**config.mk**
```make
export PLATFORM = sky130hd
export DESIGN_NAME = utf8_validating_decoder_core
export DESIGN_NICKNAME = d
export VERILOG_FILES = /design/src/u8d_pkg.sv /design/src/u8d_step_logic.sv /design/src/u8d_result_reg.sv /design/src/utf8_validating_decoder_core.sv
export SDC_FILE = /design/constraint.sdc
export NUM_CORES = 1
export LEC_CHECK = 0
export BUFFER_PORTS_ARGS = -buffer_cell sky130_fd_sc_hd__buf_2
export CORE_MARGIN = 2
export CORE_UTILIZATION = 57
export CTS_CLUSTER_SIZE = 12
export DETAILED_ROUTE_END_ITERATION = 8
export GPL_ROUTABILITY_DRIVEN = 0
export PLACE_DENSITY_LB_ADDON = 0.15
export SETUP_SLACK_MARGIN = 0.02
export SLEW_MARGIN = 15
export SYNTH_ARGS = -nofsm -noshare
export SYNTH_HDL_FRONTEND = slang
export SYNTH_SLANG_ARGS = --single-unit
```
**constraint.sdc**
```tcl
create_clock -name clk -period 5 [get_ports clk]
set_input_delay 0.25 -clock clk [delete_from_list [all_inputs] [get_ports clk]]
set_output_delay 0.25 -clock clk [all_outputs]
set_load 0.1 [all_outputs]
```
**src/u8d_pkg.sv**
```systemverilog
// shared types, status codes and constants for the utf-8 validating decoder
// no dependencies; imported by every module of the block
package u8d_pkg;

  // result status codes
  localparam logic [2:0] ST_OK       = 3'd0;
  localparam logic [2:0] ST_BAD_LEAD = 3'd1;
  localparam logic [2:0] ST_TRUNC    = 3'd2;
  localparam logic [2:0] ST_BAD_CONT = 3'd3;
  localparam logic [2:0] ST_OVERLONG = 3'd4;
  localparam logic [2:0] ST_INVALID  = 3'd5;

  // field widths and port packing
  localparam int CP_W        = 21;
  localparam int STATUS_W    = 3;
  localparam int ERR_OFS_W   = 32;
  localparam int IN_TDATA_W  = 8;
  localparam int OUT_TDATA_W = 56;
  localparam int OUT_PAD_W   = OUT_TDATA_W - CP_W - ERR_OFS_W;
  localparam int DEFAULT_OFFSET_BITS = 32;

  // scalar value limits
  localparam logic [CP_W-1:0] MAX_SCALAR = 21'h10FFFF;
  localparam logic [CP_W-1:0] SURR_LO    = 21'h00D800;
  localparam logic [CP_W-1:0] SURR_HI    = 21'h00DFFF;

  // sequence state of fixed width
  typedef struct packed {
    logic [CP_W-1:0] partial_value;
    logic [1:0]      bytes_left;
    logic [1:0]      sequence_extra;
    logic            pending_bad_cont;
    logic            dropping;
  } seq_state_t;

  // one result item
  typedef struct packed {
    logic [CP_W-1:0]      code_point;
    logic [STATUS_W-1:0]  status;
    logic [ERR_OFS_W-1:0] error_offset;
    logic                 final_result;
  } result_t;

  // smallest value allowed for a form with the given number of extra bytes
  function automatic logic [CP_W-1:0] min_for_extra(input logic [1:0] extra);
    logic [CP_W-1:0] m;
    case (extra)
      2'd1:    m = 21'h000080;
      2'd2:    m = 21'h000800;
      2'd3:    m = 21'h010000;
      default: m = '0;
    endcase
    return m;
  endfunction

endpackage

```
**src/u8d_step_logic.sv**
```systemverilog
// per-byte decode step: next sequence state and the optional result item
// depends on u8d_pkg
module u8d_step_logic #(
  parameter int OFFSET_BITS = u8d_pkg::DEFAULT_OFFSET_BITS
) (
  input  logic [7:0]             data_byte,
  input  logic                   end_of_stream,
  input  u8d_pkg::seq_state_t    st,
  input  logic [OFFSET_BITS-1:0] seq_start,
  input  logic [OFFSET_BITS-1:0] byte_cnt,
  input  logic [OFFSET_BITS-1:0] pend_off,
  output u8d_pkg::seq_state_t    st_nxt,
  output logic [OFFSET_BITS-1:0] seq_start_nxt,
  output logic [OFFSET_BITS-1:0] byte_cnt_nxt,
  output logic [OFFSET_BITS-1:0] pend_off_nxt,
  output logic                   res_valid,
  output u8d_pkg::result_t       res
);
  import u8d_pkg::*;

  logic [2:0]             status;
  logic [OFFSET_BITS-1:0] eoff;
  logic [ERR_OFS_W-1:0]   eoff32;
  logic                   done_ok;
  logic [1:0]             extra;
  logic [1:0]             left_new;
  logic [CP_W-1:0]        pv_new;

  // reported offset is the low bits of the offset counter
  if (OFFSET_BITS >= ERR_OFS_W) begin : g_ofs_wide
    assign eoff32 = eoff[ERR_OFS_W-1:0];
  end else begin : g_ofs_narrow
    assign eoff32 = {{(ERR_OFS_W-OFFSET_BITS){1'b0}}, eoff};
  end

  assign pv_new   = {st.partial_value[CP_W-7:0], data_byte[5:0]};
  assign left_new = st.bytes_left - 2'd1;

  // classify the byte and update the sequence
  always_comb begin
    st_nxt        = st;
    seq_start_nxt = seq_start;
    pend_off_nxt  = pend_off;
    byte_cnt_nxt  = byte_cnt + OFFSET_BITS'(1);
    status        = ST_OK;
    eoff          = '0;
    done_ok       = 1'b0;
    extra         = 2'd0;
    res_valid     = 1'b0;
    res           = '0;

    if (st.dropping) begin
      if (end_of_stream) begin
        st_nxt        = '0;
        seq_start_nxt = '0;
        pend_off_nxt  = '0;
        byte_cnt_nxt  = '0;
      end
    end else begin
      if (st.bytes_left == 2'd0) begin
        // lead byte expected
        if (!data_byte[7]) begin
          st_nxt.partial_value = {{(CP_W-8){1'b0}}, data_byte};
          done_ok = 1'b1;
        end else if (data_byte[7:5] == 3'b110) begin
          st_nxt.partial_value = {{(CP_W-5){1'b0}}, data_byte[4:0]};
          extra = 2'd1;
        end else if (data_byte[7:4] == 4'b1110) begin
          st_nxt.partial_value = {{(CP_W-4){1'b0}}, data_byte[3:0]};
          extra = 2'd2;
        end else if (data_byte[7:3] == 5'b11110) begin
          st_nxt.partial_value = {{(CP_W-3){1'b0}}, data_byte[2:0]};
          extra = 2'd3;
        end else begin
          status = ST_BAD_LEAD;
          eoff   = byte_cnt;
        end
        if (extra != 2'd0) begin
          seq_start_nxt           = byte_cnt;
          st_nxt.bytes_left       = extra;
          st_nxt.sequence_extra   = extra;
          st_nxt.pending_bad_cont = 1'b0;
          pend_off_nxt            = '0;
          if (end_of_stream) begin
            status = ST_TRUNC;
            eoff   = byte_cnt;
          end
        end
      end else begin
        // continuation byte; a bad one is remembered until completion
        if (data_byte[7:6] != 2'b10 && !st.pending_bad_cont) begin
          st_nxt.pending_bad_cont = 1'b1;
          pend_off_nxt            = byte_cnt;
        end
        st_nxt.partial_value = pv_new;
        st_nxt.bytes_left    = left_new;
        if (left_new == 2'd0) begin
          if (st_nxt.pending_bad_cont) begin
            status = ST_BAD_CONT;
            eoff   = pend_off_nxt;
          end else if (pv_new < min_for_extra(st.sequence_extra)) begin
            status = ST_OVERLONG;
            eoff   = seq_start;
          end else if (pv_new > MAX_SCALAR || (pv_new >= SURR_LO && pv_new <= SURR_HI)) begin
            status = ST_INVALID;
            eoff   = seq_start;
          end else begin
            done_ok = 1'b1;
          end
        end else if (end_of_stream) begin
          status = ST_TRUNC;
          eoff   = seq_start;
        end
      end

      // build the result and finish the state update
      if (status != ST_OK) begin
        res_valid        = 1'b1;
        res.status       = status;
        res.error_offset = eoff32;
        res.final_result = 1'b1;
        if (end_of_stream) begin
          st_nxt        = '0;
          seq_start_nxt = '0;
          pend_off_nxt  = '0;
          byte_cnt_nxt  = '0;
        end else begin
          st_nxt.dropping = 1'b1;
        end
      end else if (done_ok) begin
        res_valid               = 1'b1;
        res.code_point          = st_nxt.partial_value;
        res.final_result        = end_of_stream;
        st_nxt.partial_value    = '0;
        st_nxt.sequence_extra   = 2'd0;
        st_nxt.pending_bad_cont = 1'b0;
        pend_off_nxt            = '0;
        if (end_of_stream) begin
          st_nxt        = '0;
          seq_start_nxt = '0;
          pend_off_nxt  = '0;
          byte_cnt_nxt  = '0;
        end
      end
    end
  end

endmodule

```
**src/u8d_result_reg.sv**
```systemverilog
// output register holding one result item until the sink takes it
// depends on u8d_pkg
module u8d_result_reg (
  input  logic             clk,
  input  logic             rst_n,
  input  logic             load,
  input  u8d_pkg::result_t res_in,
  output logic             space_ok,
  output logic             out_valid,
  input  logic             out_ready,
  output u8d_pkg::result_t res_out
);
  import u8d_pkg::*;

  logic    valid_r;
  result_t data_r;

  assign space_ok  = !valid_r || out_ready;
  assign out_valid = valid_r;
  assign res_out   = data_r;

  // valid flag
  always_ff @(posedge clk) begin
    if (!rst_n) begin
      valid_r <= 1'b0;
    end else if (load) begin
      valid_r <= 1'b1;
    end else if (out_ready) begin
      valid_r <= 1'b0;
    end
  end

  // payload
  always_ff @(posedge clk) begin
    if (load) begin
      data_r <= res_in;
    end
  end

  // never overwrite a result the sink has not taken
  a_no_overwrite : assert property (@(posedge clk) disable iff (!rst_n)
    load |-> (!valid_r || out_ready))
    else $error("result overwritten before it was taken");

  // a loaded result is offered next cycle with its payload
  a_load_shows : assert property (@(posedge clk) disable iff (!rst_n)
    load |=> (valid_r && data_r == $past(res_in)))
    else $error("loaded result not presented");

endmodule

```
**src/utf8_validating_decoder_core.sv**
```systemverilog
// top level of the utf-8 validating decoder: input register, sequence state,
// decode step and result register; depends on u8d_pkg, u8d_step_logic, u8d_result_reg
//
//  channel  | ports     | contents
//  ---------+-----------+-------------------------------------------------------
//  input    | in_t*     | tdata: data_byte[7:0]; tlast: end_of_stream
//  result   | out_t*    | tdata: code_point, error_offset, zero pad; tuser: status;
//           |           | tlast: final_result
//
// one byte is taken every cycle while the result register has space; a result is
// offered once its byte has passed the input register and been loaded into the
// result register. the clock is set by the state update path: lead/continuation
// compares, the 21-bit shift and range checks and the offset counter increment.
// reset clears the sequence state, counters and both valid flags. when out_tready is
// low the result register holds, the input register holds one more byte, and then
// in_tready falls.
module utf8_validating_decoder_core #(
  parameter int OFFSET_BITS = u8d_pkg::DEFAULT_OFFSET_BITS
) (
  input  logic                            clk,
  input  logic                            rst_n,
  input  logic [u8d_pkg::IN_TDATA_W-1:0]  in_tdata,   // data_byte[7:0]
  input  logic                            in_tlast,
  input  logic                            in_tvalid,
  output logic                            in_tready,
  output logic [u8d_pkg::OUT_TDATA_W-1:0] out_tdata,  // code_point[20:0], error_offset[52:21], pad
  output logic [u8d_pkg::STATUS_W-1:0]    out_tuser,  // status[2:0]
  output logic                            out_tlast,
  output logic                            out_tvalid,
  input  logic                            out_tready
);
  import u8d_pkg::*;

  // input register
  logic                   s1_valid_r;
  logic [7:0]             s1_byte_r;
  logic                   s1_eos_r;

  // sequence state
  seq_state_t             st_r, st_nxt;
  logic [OFFSET_BITS-1:0] seq_start_r, seq_start_nxt;
  logic [OFFSET_BITS-1:0] byte_cnt_r, byte_cnt_nxt;
  logic [OFFSET_BITS-1:0] pend_off_r, pend_off_nxt;

  logic    step_valid;
  result_t step_res;
  logic    space_ok;
  logic    adv;
  result_t res_out;

  assign adv       = s1_valid_r && space_ok;
  assign in_tready = !s1_valid_r || adv;

  // input register
  always_ff @(posedge clk) begin
    if (!rst_n) begin
      s1_valid_r <= 1'b0;
    end else if (in_tvalid && in_tready) begin
      s1_valid_r <= 1'b1;
    end else if (adv) begin
      s1_valid_r <= 1'b0;
    end
  end

  always_ff @(posedge clk) begin
    if (in_tvalid && in_tready) begin
      s1_byte_r <= in_tdata[7:0];
      s1_eos_r  <= in_tlast;
    end
  end

  // sequence state, updated as each byte leaves the input register
  always_ff @(posedge clk) begin
    if (!rst_n) begin
      st_r        <= '0;
      seq_start_r <= '0;
      byte_cnt_r  <= '0;
      pend_off_r  <= '0;
    end else if (adv) begin
      st_r        <= st_nxt;
      seq_start_r <= seq_start_nxt;
      byte_cnt_r  <= byte_cnt_nxt;
      pend_off_r  <= pend_off_nxt;
    end
  end

  u8d_step_logic #(
    .OFFSET_BITS (OFFSET_BITS)
  ) u_step (
    .data_byte     (s1_byte_r),
    .end_of_stream (s1_eos_r),
    .st            (st_r),
    .seq_start     (seq_start_r),
    .byte_cnt      (byte_cnt_r),
    .pend_off      (pend_off_r),
    .st_nxt        (st_nxt),
    .seq_start_nxt (seq_start_nxt),
    .byte_cnt_nxt  (byte_cnt_nxt),
    .pend_off_nxt  (pend_off_nxt),
    .res_valid     (step_valid),
    .res           (step_res)
  );

  u8d_result_reg u_res (
    .clk       (clk),
    .rst_n     (rst_n),
    .load      (adv && step_valid),
    .res_in    (step_res),
    .space_ok  (space_ok),
    .out_valid (out_tvalid),
    .out_ready (out_tready),
    .res_out   (res_out)
  );

  // pack the result ports
  assign out_tdata = {{OUT_PAD_W{1'b0}}, res_out.error_offset, res_out.code_point};
  assign out_tuser = res_out.status;
  assign out_tlast = res_out.final_result;

  // bytes after an error give nothing
  a_drop_silent : assert property (@(posedge clk) disable iff (!rst_n)
    (adv && st_r.dropping) |-> !step_valid)
    else $error("result produced while dropping");

  // an error result always ends the stream and carries no code point
  a_err_final : assert property (@(posedge clk) disable iff (!rst_n)
    (step_valid && step_res.status != ST_OK) |-> (step_res.final_result
                                                  && step_res.code_point == '0))
    else $error("error result not final");

  // end of stream clears the offset counter and sequence state
  a_eos_clears : assert property (@(posedge clk) disable iff (!rst_n)
    (adv && s1_eos_r) |=> (byte_cnt_r == '0 && st_r == '0))
    else $error("state not cleared at end of stream");

endmodule
```
==> results of run 1 <==
worst min path at each step:
stage | endpoint | slack [ns] | cells after the start
detailed placement | s1_byte_r[3] | 0.43 | 1
finish | s1_valid_r | 0.05 | 3
global placement | s1_byte_r[4] | 0.43 | 1
CTS | s1_valid_r | 0.04 | 3
floorplan | s1_byte_r[0] | 0.35 | 0
global route | s1_valid_r | 0.06 | 3
critical path: stages (launching register included):
cell     delay, ns
dfxtp_1       0.39
o41a_1        0.43
a31oi_1       0.51
nand2_1       0.23
o21ai_2       0.19
a21o_1        0.65
buf_4         0.41
o21ai_1       0.10
layer usage:
layer  vias to the layer above  GRT usage, %  routed length, um
met5                         -             0                  0
met4                         0          7.74                147
met3                        18          5.31               1140
met2                       244          38.7               8710
met1                      3147          35.4               8480
li1                       3056             -                  -
cell type report:
class                           count  area, um2
Clock inverter                      8       48.8
Sequential cell                   191       4480
Inverter                           14       52.6
Tap cell                          180        225
Fill cell                        1062       4720
Multi-Input combinational cell    546       3350
Clock buffer                       24        524
Timing Repair Buffer               91        528
through the flow:
| stage | worst slack (ns) | cell area (um2) |
|---|---|---|
| final | 1.80 | 9210 |
| after global routing | 1.60 | 9210 |
| after CTS | 1.90 | 9210 |
| after detailed placement | 1.92 | 8540 |
| after global placement | 2.03 | 8540 |
| after floorplan | 0.608 | 8160 |
cell usage after synthesis, types with 3 or more instances:
cell      number
xnor2_1       13
o21ai_1        6
o21ai_2        3
nand2b_1       6
and4_1         6
a21oi_2       20
buf_4          5
nand4_1        9
nor2b_1        6
dfxtp_1      125
a22o_1        47
nand3_1       17
clkbuf_1      43
a22oi_1       47
nor3_1        11
xor2_1        10
and2_1         6
inv_1         13
a21oi_1       70
or3_1          8
nor4_1         3
buf_2          9
edfxtp_1      66
nor2_1        59
nand2_1       98
ha_1           3
and3_1         3
o21ai_0       50
buf_6          6
cells by family (layout without fill, tap and decap cells):
logic type                 after synthesis  in the layout  share of synthesized area (%)
adders and majority gates                3              3                          0.460
xor gates and xnor gates                23             23                           2.47
AOI/OAI and AO/OA                      271            271                           22.9
other                                    1              3                         0.0460
buffers and inverters                   78            137                           4.51
DFF                                    191            191                           55.0
and+or+nand+nor                        246            246                           14.6
power groups by stage:
stage	logic, mW	clock network [mW]	registers (mW)
floorplan	0.116	0	1.86
global route	0.365	1.38	1.66
CTS	0.350	1.32	1.65
detailed placement	0.343	0	1.69
global placement	0.341	0	1.69
finish	0.351	1.30	1.65
flip-flops by register name, summed over array words and instances, names as in the netlist:
name / cells
u_res.out_valid: 1
st_r: 27
s1_eos_r: 1
pend_off_r: 32
s1_valid_r: 1
s1_byte_r: 8
u_res.res_out: 57
seq_start_r: 32
byte_cnt_r: 32
==> results.cfg, run 1 <==
[run_status]
status = complete, no violations

[logic_synthesis]
ys_types = 64
syn_area_per_cell_um2 = 10.0
synthFlopType = dfxtp_1
synth-edff-count = 66
yosysSeqAreaShare_pct = 55.0
async_flop_share_pct = 0
synth_top_area_share_pct = 30.7
synth_cells = 813
syn_area_mm2 = 0.00815
yosys_warnings = 0
synth_top_area_cell = dfxtp_1
ys_ff_latch = 191
synthTopCellsByArea = dfxtp_1 (31%), edfxtp_1 (24%), a22o_1 (5.0%), nand2_1 (4.5%), a22oi_1 (4.3%)

[clock_network]
clkLatencyLatePin_ns = 0.43
clock-sinks = 191
postCtsSetupRepairBufs = 0
root_buffer = clkbuf_16
path_clk_slew_ns = 0.07
htree_levels = 4
cts.hold.buffers_added = 9
ctsResizeCount = 0
cts_made_buffers = 17
cts_tree = done
clock_path_buffers = 2

[floorplanning]
initial_core_util_pct = 58.5
ios = 75
die-area_mm2 = 0.0153
die_w_um = 124
rows = 43
die_h_um = 124
fp.coreArea_mm2 = 0.0139

[worst_hold_path]
hold_path.class = in -> reg
worstHoldStart = in_tvalid

[sta]
fin_crit_ns = 3.20
slew_violations = 0
rsz0062_at_grt = no
worstMarginPinSlew_ns = 1.05
slew_headroom_pct = 30.1
max_freq_mhz = 312
min_period_over_period_pct = 64.1
finalSetupTns_ns = 0
finalSetupViolations = 0
hold_viol_final = 0
whs_ns = 0.0517
skew_ns = 0.00934

[placement]
hpwl_um = 11500
numPortBuffers = 71
dp.cells = 1013

[setup_path]
crit_path_start = st_r[16]
critPathMaxFanout = 18
endpoint_kind = flop
rr_worst_depth = 7
start_kind = flop
crit_type = reg -> reg
arrival_ns = 3.35
r2r_end = u_res.res_out[0]
ff2ff_setup_slack_ns = 1.80
crit_required_ns = 5.15
cp-endpoint = u_res.res_out[0]
rr_startpoint = st_r[16]

[grt]
grt_overflow = 0
grt_pass1_wl_um = 29700
grt_pass1_vias = 5930
grt_max_degree = 62
antenna_found_initial = 0
grt_usage_pct = 25.0

[power]
power_frac_clock_pct = 39.4
p_sw_share_pct = 26.8
power_density_mw_per_mm2 = 359
leakage_nw = 3.02
power.switching_mw = 0.888
seqPwrFrac_pct = 50.0
vdd_drop_max_uv = 312
p_int_mw = 2.42
p_comb_share_pct = 10.6
power.total_mw = 3.31

[layout]
antenna_cells = 0
final_util_pct = 66.1
fin_cells = 1054
final_cell_mix = dfxtp_1 (125), nand2_1 (98), buf_2 (71)
final_common_cell = dfxtp_1
fin_nets = 877
layout-drive-gt1-share_pct = 18.1
syn2layout_area_growth_pct = 13.0

[drt]
drc = 0
drt_pass1_iterations = 5
drt_iter0_drc = 603
wl_um = 18500
num_vias = 6465
via_per_inst = 6.13
avgRoutedWirePerCell_um = 17.5
drtAntennaViolNets = 0

[flow_run]
max_cap_viol_count = 0
No activity file was read; power rests on OpenSTA's default activity.
==> inputs of run 2 (changes only) <==
--- a/config.mk
+++ b/config.mk
@@ -5,9 +5,10 @@
 export SDC_FILE = /design/constraint.sdc
 export NUM_CORES = 1
 export LEC_CHECK = 0
+export ABC_AREA = 1
 export BUFFER_PORTS_ARGS = -buffer_cell sky130_fd_sc_hd__buf_2
 export CORE_MARGIN = 2
-export CORE_UTILIZATION = 57
+export CORE_UTILIZATION = 55
 export CTS_CLUSTER_SIZE = 12
 export DETAILED_ROUTE_END_ITERATION = 8
 export GPL_ROUTABILITY_DRIVEN = 0
==> constraint.sdc (replaced) <==
create_clock -name clk -period 2.6 [get_ports clk]
set_input_delay 0.13 -clock clk [delete_from_list [all_inputs] [get_ports clk]]
set_output_delay 0.13 -clock clk [all_outputs]
set_load 0.1 [all_outputs]
==> run 2 against run 1 <==
Compared with the run above:
- count of clock-buffer cells in the layout is 5 lower
- synthesized cell count is 65% higher
- critical path depth grew 9
- via count is 47% higher
- hold slack got worse by 0.037 ns
- total power grew 110%
- sequential cell count unchanged
- combinational power grew to 2.7 times the previous value
- first-iteration DRC count up 100%
- non-clock buffer count increased by 29
- maximum frequency is 39% higher
- synthesized area increased by 23%
==> results.cfg, run 2 <==
[setup_path]
critical-path-slowest-cell = dfxtp_1
path_cells = nand2_1 -> ha_1 -> nor2_1 -> nand2_1 -> nor2_1 -> nand2_1 -> nand2_1 -> nand2_1 -> nand2_1 -> nand2_1 -> inv_1 -> nor2_1 -> nand2_1 -> nand2_1 -> clkinvlp_4 -> buf_6
cp_slowest_stage_delay_ns = 0.40
endpoint_kind = flop
start_kind = flop
critical_path.n_buffers_inverters = 3
crit_type = reg -> reg
crit_path_start = st_r[3]
critPathMaxFanout = 20
arrival_ns = 2.43
critPathTopFamily = simple AND/OR/NAND/NOR gates
cp_common_cell = nand2_1
rr_startpoint = st_r[3]
crit_required_ns = 2.73

[clock_network]
cts_made_buffers = 17
htree_levels = 4
cts_tree = done
postCtsSetupRepairBufs = 0
clock_path_buffers = 2
clock-sinks = 191
clkLatencyLatePin_ns = 0.44
root_buffer = clkbuf_16
path_clk_slew_ns = 0.07

[flow_run]
max_cap_viol_count = 0

[sta]
finalSetupViolations = 0
rsz0062_at_grt = no
hold_viol_final = 0
fin_crit_ns = 2.30
slew_headroom_pct = 55.1
min_period_over_period_pct = 88.5
slew_violations = 0
finalSetupTns_ns = 0
skew_ns = 0.00736
whs_ns = 0.0144
max_freq_mhz = 434
worstMarginPinSlew_ns = 0.674

[grt]
grt_pass1_wl_um = 45400
grtUsageMet3_pct = 5.77
grt_pass1_vias = 8656
top_usage_layer = met2
antenna_found_initial = 0
grt_usage_pct = 29.2
use_met2_pct = 44.1
grt_overflow = 0
grt_max_degree = 72
met1_usage_pct = 42.9

[layout]
antenna_cells = 0
syn2layout_area_growth_pct = 13.9
fin_nets = 1409
final_cell_mix = nand2_1 (290), nor2_1 (162), dfxtp_1 (124)
layout-drive-gt1-share_pct = 15.4
fin_cells = 1635
largest_reg_flops = 57
final_common_cell = nand2_1

[floorplanning]
initial_core_util_pct = 55.9
die_h_um = 139
fp.coreArea_mm2 = 0.0179
rows = 49
ios = 75
die_w_um = 139
die-area_mm2 = 0.0193

[logic_synthesis]
syn_area_mm2 = 0.0100
synth_top_area_cell = dfxtp_1
synthTopCellsByArea = dfxtp_1 (25%), edfxtp_1 (20%), nand2_1 (11%), nor2_1 (6.1%), o21ai_0 (5.2%)
synth_common_cells = nand2_1 (292), nor2_1 (163), dfxtp_1 (125)
synth.most_common_cell = nand2_1
syn_area_per_cell_um2 = 7.47
synth_top_area_share_pct = 25.0
yosys_warnings = 0
synth-edff-count = 66
synth_cells = 1340
async_flop_share_pct = 0
yosysSeqAreaShare_pct = 44.8
ys_ff_latch = 191
ys_types = 45
synthFlopType = dfxtp_1

[power]
power_density_mw_per_mm2 = 612
leakage_nw = 3.86
vdd_drop_max_uv = 466
power.total_mw = 6.97

[placement]
numPortBuffers = 71
hpwl_um = 18200
dp.cells = 1593

[drt]
drt_iter0_drc = 1223
num_vias = 9505
avgRoutedWirePerCell_um = 17.3
drc = 0
drtAntennaViolNets = 0
drt_pass1_iterations = 5
wl_um = 28300
via_per_inst = 5.81

[worst_hold_path]
worstHoldStart = out_tready
hold_path.class = in -> reg

[run_status]
status = complete, no violations
## run 2: changes by cell type after synthesis, sizes merged, moves of 49 or more
cell,change
o21ai,+49
nand3,+66
inv,+104
nand2,+197
nor2,+108
## run 2: per-stage QoR
| step | utilization, % | setup slack (ns) | cell area (um2) |
|---|---|---|---|
| floorplan | - | 0.0271 | 10000 |
| global placement | 59.6 | 0.341 | 10700 |
| detailed placement | 59.6 | 0.271 | 10700 |
| CTS | 63.6 | 0.237 | 11400 |
| global route | 63.7 | 0.0980 | 11400 |
| finish | 63.7 | 0.298 | 11400 |
## run 2: layout make-up
cell class | count | area (um2)
multi-input combinational | 945 | 4700
tap | 229 | 287
fill | 1612 | 6510
timing repair buffer | 120 | 840
inverter | 118 | 449
clock inverter | 13 | 175
sequential | 191 | 4490
clock buffer | 19 | 454
## run 2: layer usage
layer	part of all wire, %	vias to the layer above	routed length, um
li1	-	4594	-
met1	44	4430	12400
met2	45	447	12700
met3	9.9	34	2820
met4	1.3	0	376
met5	0	-	0
## run 2: cell families after synthesis
| group | synth area share (%) |
|---|---|
| buffers and inverters | 8.58 |
| muxes | 0.100 |
| DFF | 44.8 |
| AOI/OAI and AO/OA | 16.3 |
| adders and majority gates | 0.375 |
| other | 0.0375 |
| and+or+nand+nor | 28.4 |
| xor gates and xnor gates | 1.40 |
## run 2: what timing repair did
item / in CTS / in global routing
endpoints found under the hold margin: 10 / 0
hold buffers: 10 / 0
endpoints found under the setup margin: 0 / 15
gates resized for setup: 0 / 1
## run 2: worst reg2reg max path: stages, from the launching register on
cell and delay (ns):
dfxtp_1 0.40, nand2_1 0.08, ha_1 0.17, nor2_1 0.08, nand2_1 0.05, nor2_1 0.08
nand2_1 0.06, nand2_1 0.05, nand2_1 0.08, nand2_1 0.14, nand2_1 0.13, inv_1 0.07
nor2_1 0.04, nand2_1 0.08, nand2_1 0.12, clkinvlp_4 0.12, buf_6 0.24
## run 2: final timing paths
path | to | slack (ns) | cells after the start
min | s1_valid_r | 0.01 | 4
max | u_res.res_out[1] | 0.30 | 16
max reg2reg | u_res.res_out[1] | 0.30 | 16
min reg2reg | seq_start_r[20] | 0.47 | 2
## run 2: report_power, final
part	leakage, nW	switching, mW	internal [mW]
Sequential	1.66	0.0421	3.16
Combinational	1.90	0.747	0.200
Clock	0.300	1.22	1.59
